## src/sv/rv32im_pkg.sv

```systemverilog
// Package for the RV32IM integer execute unit.
// Holds operation codes, payload types and shared constants; no dependencies.
package rv32im_pkg;

    localparam int XLEN = 32;
    localparam int REG_AW = 5;

    typedef enum logic [4:0] {
        OP_ADD    = 5'd0,
        OP_SUB    = 5'd1,
        OP_XOR    = 5'd2,
        OP_OR     = 5'd3,
        OP_AND    = 5'd4,
        OP_SLL    = 5'd5,
        OP_SRL    = 5'd6,
        OP_SRA    = 5'd7,
        OP_SLT    = 5'd8,
        OP_SLTU   = 5'd9,
        OP_MUL    = 5'd10,
        OP_MULH   = 5'd11,
        OP_MULHSU = 5'd12,
        OP_MULHU  = 5'd13,
        OP_DIV    = 5'd14,
        OP_DIVU   = 5'd15,
        OP_REM    = 5'd16,
        OP_REMU   = 5'd17
    } op_t;

    localparam logic [4:0] OP_LAST = 5'd17;

    typedef struct packed {
        logic [4:0]         func;
        logic [4:0]         dest_reg;
        logic [4:0]         src1_reg;
        logic [4:0]         src2_reg;
        logic               use_imm;
        logic signed [11:0] imm_value;
    } in_item_t;

    typedef struct packed {
        logic [4:0]         written_reg;
        logic signed [31:0] result_value;
        logic               write_done;
        logic               bad_op;
    } out_item_t;

    // Controller to datapath.
    typedef struct packed {
        logic load_item;   // capture input item
        logic load_ops;    // capture operands from register file read
        logic mul_lo;      // first multiply pass
        logic mul_hi;      // second multiply pass
        logic div_start;   // set up divider
        logic div_step;    // one restoring step
        logic finish;      // form result, write register file, fill output
    } dp_cmd_t;

    // Datapath to controller.
    typedef struct packed {
        logic is_bad;
        logic is_mul;
        logic is_div;
        logic div_last;
    } dp_stat_t;

endpackage

```

## src/sv/rv32im_ctrl.sv

```systemverilog
// Controller state machine of the execute unit.
// Depends on rv32im_pkg; drives datapath commands and the channel handshakes.
module rv32im_ctrl (
    input  logic                 clk,
    input  logic                 rst_n,
    input  logic                 in_valid,
    output logic                 in_ready,
    output logic                 out_valid,
    input  logic                 out_ready,
    input  rv32im_pkg::dp_stat_t stat,
    output rv32im_pkg::dp_cmd_t  cmd
);
    import rv32im_pkg::*;

    typedef enum logic [2:0] {
        S_IDLE,
        S_READ1,
        S_READ2,
        S_EXEC,
        S_MUL2,
        S_DIV,
        S_DONE
    } state_t;

    state_t state_reg, state_next;
    logic   out_valid_reg, out_valid_next;

    // A new item is taken only in idle; the output register frees on its own.
    assign in_ready  = (state_reg == S_IDLE);
    assign out_valid = out_valid_reg;

    always_comb
    begin
        cmd = '0;
        state_next = state_reg;
        out_valid_next = out_valid_reg;
        if (out_valid_reg && out_ready)
        begin
            out_valid_next = 1'b0;
        end
        case (state_reg)
            S_IDLE:
            begin
                if (in_valid)
                begin
                    cmd.load_item = 1'b1;
                    state_next = S_READ1;
                end
            end
            S_READ1:
            begin
                state_next = S_READ2;
            end
            S_READ2:
            begin
                cmd.load_ops = 1'b1;
                state_next = S_EXEC;
            end
            S_EXEC:
            begin
                if (stat.is_mul && !stat.is_bad)
                begin
                    cmd.mul_lo = 1'b1;
                    state_next = S_MUL2;
                end
                else if (stat.is_div && !stat.is_bad)
                begin
                    cmd.div_start = 1'b1;
                    state_next = S_DIV;
                end
                else
                begin
                    state_next = S_DONE;
                end
            end
            S_MUL2:
            begin
                cmd.mul_hi = 1'b1;
                state_next = S_DONE;
            end
            S_DIV:
            begin
                cmd.div_step = 1'b1;
                if (stat.div_last)
                begin
                    state_next = S_DONE;
                end
            end
            S_DONE:
            begin
                if (!out_valid_reg || out_ready)
                begin
                    cmd.finish = 1'b1;
                    out_valid_next = 1'b1;
                    state_next = S_IDLE;
                end
            end
            default:
            begin
                state_next = S_IDLE;
            end
        endcase
    end

    always_ff @(posedge clk or negedge rst_n)
    begin
        if (!rst_n)
        begin
            state_reg <= S_IDLE;
            out_valid_reg <= 1'b0;
        end
        else
        begin
            state_reg <= state_next;
            out_valid_reg <= out_valid_next;
        end
    end
endmodule

```

## config.mk

```make
export PLATFORM = sky130hd
export DESIGN_NAME = rv32im_ctrl
export DESIGN_NICKNAME = d
export VERILOG_FILES = /design/src/sv/rv32im_pkg.sv /design/src/sv/rv32im_ctrl.sv
export SDC_FILE = /design/constraint.sdc
export NUM_CORES = 1
export LEC_CHECK = 0
export BUFFER_PORTS_ARGS = -buffer_cell sky130_fd_sc_hd__buf_2
export CORE_AREA = 3 3 40 42
export DETAILED_ROUTE_END_ITERATION = 8
export DIE_AREA = 0 0 43 45
export GPL_TIMING_DRIVEN = 0
export SLEW_MARGIN = 20
export SYNTH_ARGS = -nofsm -noshare
export SYNTH_HDL_FRONTEND = slang
export SYNTH_SLANG_ARGS = --single-unit
```

## constraint.sdc

```tcl
create_clock -name clk -period 3 [get_ports clk]
set_input_delay 0.15 -clock clk [delete_from_list [all_inputs] [get_ports clk]]
set_output_delay 0.15 -clock clk [all_outputs]
set_load 0.1 [all_outputs]
```

# Word-level counts from Yosys, hierarchy flattened
# Index checks and enable logic that the tools add are counted.
# word_totals
output_inout_bits	9
reg_bits	4
inputBits	8
wordCells	40
# op_classes
muxes	21
eq_ne	9
n_reduce_logical	8
# op_table
cell	n
3-bit one-hot mux with 7 select lines	1
1-bit 2-to-1 mux	15
3-bit 2-to-1 mux	4
3-bit == test, second input constant	3
3-bit by 2-bit == test with 1-bit output, second input constant	2
2-bit inequality test, second input constant	3
3-bit by 1-bit == test with 1-bit output, second input constant	1
1-bit logical AND	3
3-bit zero test	1
3-bit AND reduction	1
1-bit zero test	2
2-bit 2-to-1 mux	1
1-bit logical OR	1

# Longest topological paths before layout
# logic_depth
ltp_word	5
depth_mapped	4
mapped_depth_nobuf	3

# Worst setup path before layout
# OpenSTA, ideal clock, no wires.
# synth_path
kind	reg2out
startpoint	register state_reg[1]
endpoint	output port cmd[4] in the netlist's numbering
path_slack_ns	-0.857
path_stages_with_launch	4
arrival_time_ns	3.707
required_ns	2.850
path_cell_list	dfrtp_1 > buf_2 > nand2_1 > nor4b_1
# synth_rtl
element	line_no	rtl
from (decl)	rv32im_ctrl.sv:25	state_t state_reg, state_next;
from (signal assigned)	rv32im_ctrl.sv:114	state_reg <= state_next;
to (decl)	rv32im_ctrl.sv:11	output rv32im_pkg::dp_cmd_t cmd

==> impl_metrics.toml <==
[min_path]
min_from = "stat[0]"
min_path_type = "in -> reg"
holdPathStages = 3
holdPathEnd = "state_reg[0]"

[routing]
num_vias = 300
ant_nets = 0
avgViaCountPerCell = 4.545
wire_per_inst_microns = 10.52
drc_errors = 0
totalWireLength_microns = 694
drtIter0Drc = 7
dr.pass1.iters = 4

[place]
io_buffers = 16
gp_congestion = 0.7040

[yosys]
synth_edf_count = 0
ys_dominant_reg_cell = "dfrtp_1"
yosysSeqAreaShare_pct = 36.20
syn_area_sq_um = 276.5
yosysWarnings = 0
synth_cells = 31
synthArstFlopShare_pct = 100.0
synth_area_leader_cell = "dfrtp_1"
synth_top_area_share_pct = 36.20
ys_types = 20
syn_avg_cell_area_sq_um = 8.920
netlist_top_cells_count = "dfrtp_1, nor3b_1"
syn-num-nets = 39
synthTopCellsByArea = "dfrtp_1, nor3b_1, o21a_1"
ys_ff_latch = 4

[floorplanning]
io_pins = 17
start_util_pct = 21.52
core_sq_mm = 0.001285
fp.dieH_microns = 45
dieArea_sq_mm = 0.001935
die_x_microns = 43
row_count = 13

[global_routing]
grt_antenna_before_repair = 0
first_global_vias = 306
grt_max_degree = 11
groute.usage.overall_pct = 8.445
grt_pass1_wl_mm = 1.214
grt_remaining_overflow = 0

[critical_path]
reg2reg_to = "state_reg[0]"
cpPeakStageDelay_ns = 0.46
critical_path.endpoint_type = "output pin"
critPathTopFamily = "buffers and inverters"
path_class = "reg -> out"
critical_path.most_common_cell = "buf_2"
r2r_start = "state_reg[0]"
cp.arrival_ns = 1.59
critPathSlowestCell = "buf_2"
path_buf_inv = 2
r2r_cells = 3
required_ns = 2.85
cp_max_fo = 10
start_kind = "flip-flop"
rrSetupSlack_ns = 1.90
crit_chain = "buf_2 > nand2_1 > nor4b_2 > buf_2"

[cells_and_area]
areaGrowthSynthToFinish_pct = 55.66
finalCoreUtilization_pct = 33.50
drive_gt1_share_pct = 52.94
fill_cells = 144
largest_reg_flops = 3
n_antenna_cell = 0
nets = 61

[timing]
fmax_mhz = 574.3
fin_crit_ns = 1.741
rsz0062_at_grt = "no"
hold_viol = 0
tns_ns = 0
timing.slew.headroom_pct = 67.86
slew_violations = 0
fin_worst_skew_ns = 0.0009440
tightest_slew_ns = 0.4854
setup_viol = 0
fin_crit_sh_pct = 58.04

[clocking]
cts_buffer_depth = 2
htree_levels = 1
cts_root_buf = "clkbuf_4"
clkTransAtPathRegs_ns = 0.04
clk_latency_ns = 0.23
clock_sinks = 4
numCtsBuffers = 3
cts-resized-gates = 0
tritoncts = "built"

[status]
status = "finished, final reports clean"

[job]
drv_cap = 0
## layout by cell type, fill, tap and decap left out, types with 2 or more instances in the layout
cell type   n
buf_2      18
o21a_1      2
o21ai_0     2
dfrtp_1     4
clkbuf_4    3
nand2_1     2
nor3b_1     3
o22ai_1     2
## final cells by class
| cell class | count | area (sq um) | share of cell area (%) |
|---|---|---|---|
| multi-input combinational | 23 | 177.7 | 41.28 |
| tap | 15 | 18.77 | 4.360 |
| clock buffer | 3 | 22.52 | 5.233 |
| inverter | 1 | 3.754 | 0.8721 |
| buffer | 3 | 17.52 | 4.070 |
| timing repair buffer | 17 | 90.09 | 20.93 |
| sequential | 4 | 100.1 | 23.26 |
## cells by family after synthesis
| group | after synthesis | share of synthesized area [%] |
|---|---|---|
| simple gates | 13 | 31.68 |
| compound gates | 9 | 20.81 |
| flops | 4 | 36.20 |
| buf+inv | 4 | 7.692 |
| mux | 1 | 3.620 |
## stage by stage
stage                     worst slack, ns  cells  hold WS [ns]  instance area [sq um]
after floorplan                   0.07100     31       -0.1456                  299.0
after global placement              1.507     62      -0.04280                  397.9
after detailed placement            1.492     62      -0.04072                  397.9
after CTS                           1.234     66        0.2107                  430.4
after global routing                1.150     66        0.2264                  430.4
final                               1.259     66        0.2209                  430.4
## per-layer routing
metal | up-vias | routed length (microns) | track usage, %
li1 | 156 | - | -
met1 | 136 | 307 | 9.512
met2 | 8 | 331 | 13.77
met3 | 0 | 55 | 1.594
met4 | 0 | 0 | 7.229
met5 | - | 0 | 0
## worst max-delay path by stage
| stage | from | endpoint | slack, ns | cells past startpoint |
|---|---|---|---|---|
| floorplan | state_reg[2] | cmd[1] | 0.07 | 2 |
| global placement | state_reg[1] | cmd[4] | 1.51 | 4 |
| detailed placement | state_reg[1] | cmd[4] | 1.49 | 4 |
| CTS | state_reg[1] | cmd[4] | 1.23 | 4 |
| global route | state_reg[1] | cmd[4] | 1.15 | 4 |
| finish | state_reg[1] | cmd[4] | 1.26 | 4 |
## timing repair
item                                   CTS  global route
buffers inserted                         0             0
hold buffers                             1             0
endpoints found under the hold margin    4             0
## worst register-to-register path: stages, from the launching register on
cell,delay (ns)
dfrtp_1,0.34
inv_2,0.05
or4b_1,0.50
o31ai_1,0.09
Power is left out: the tool's default activity adds up to more than one toggle a clock period on the data nets, which glitch-free logic cannot reach.
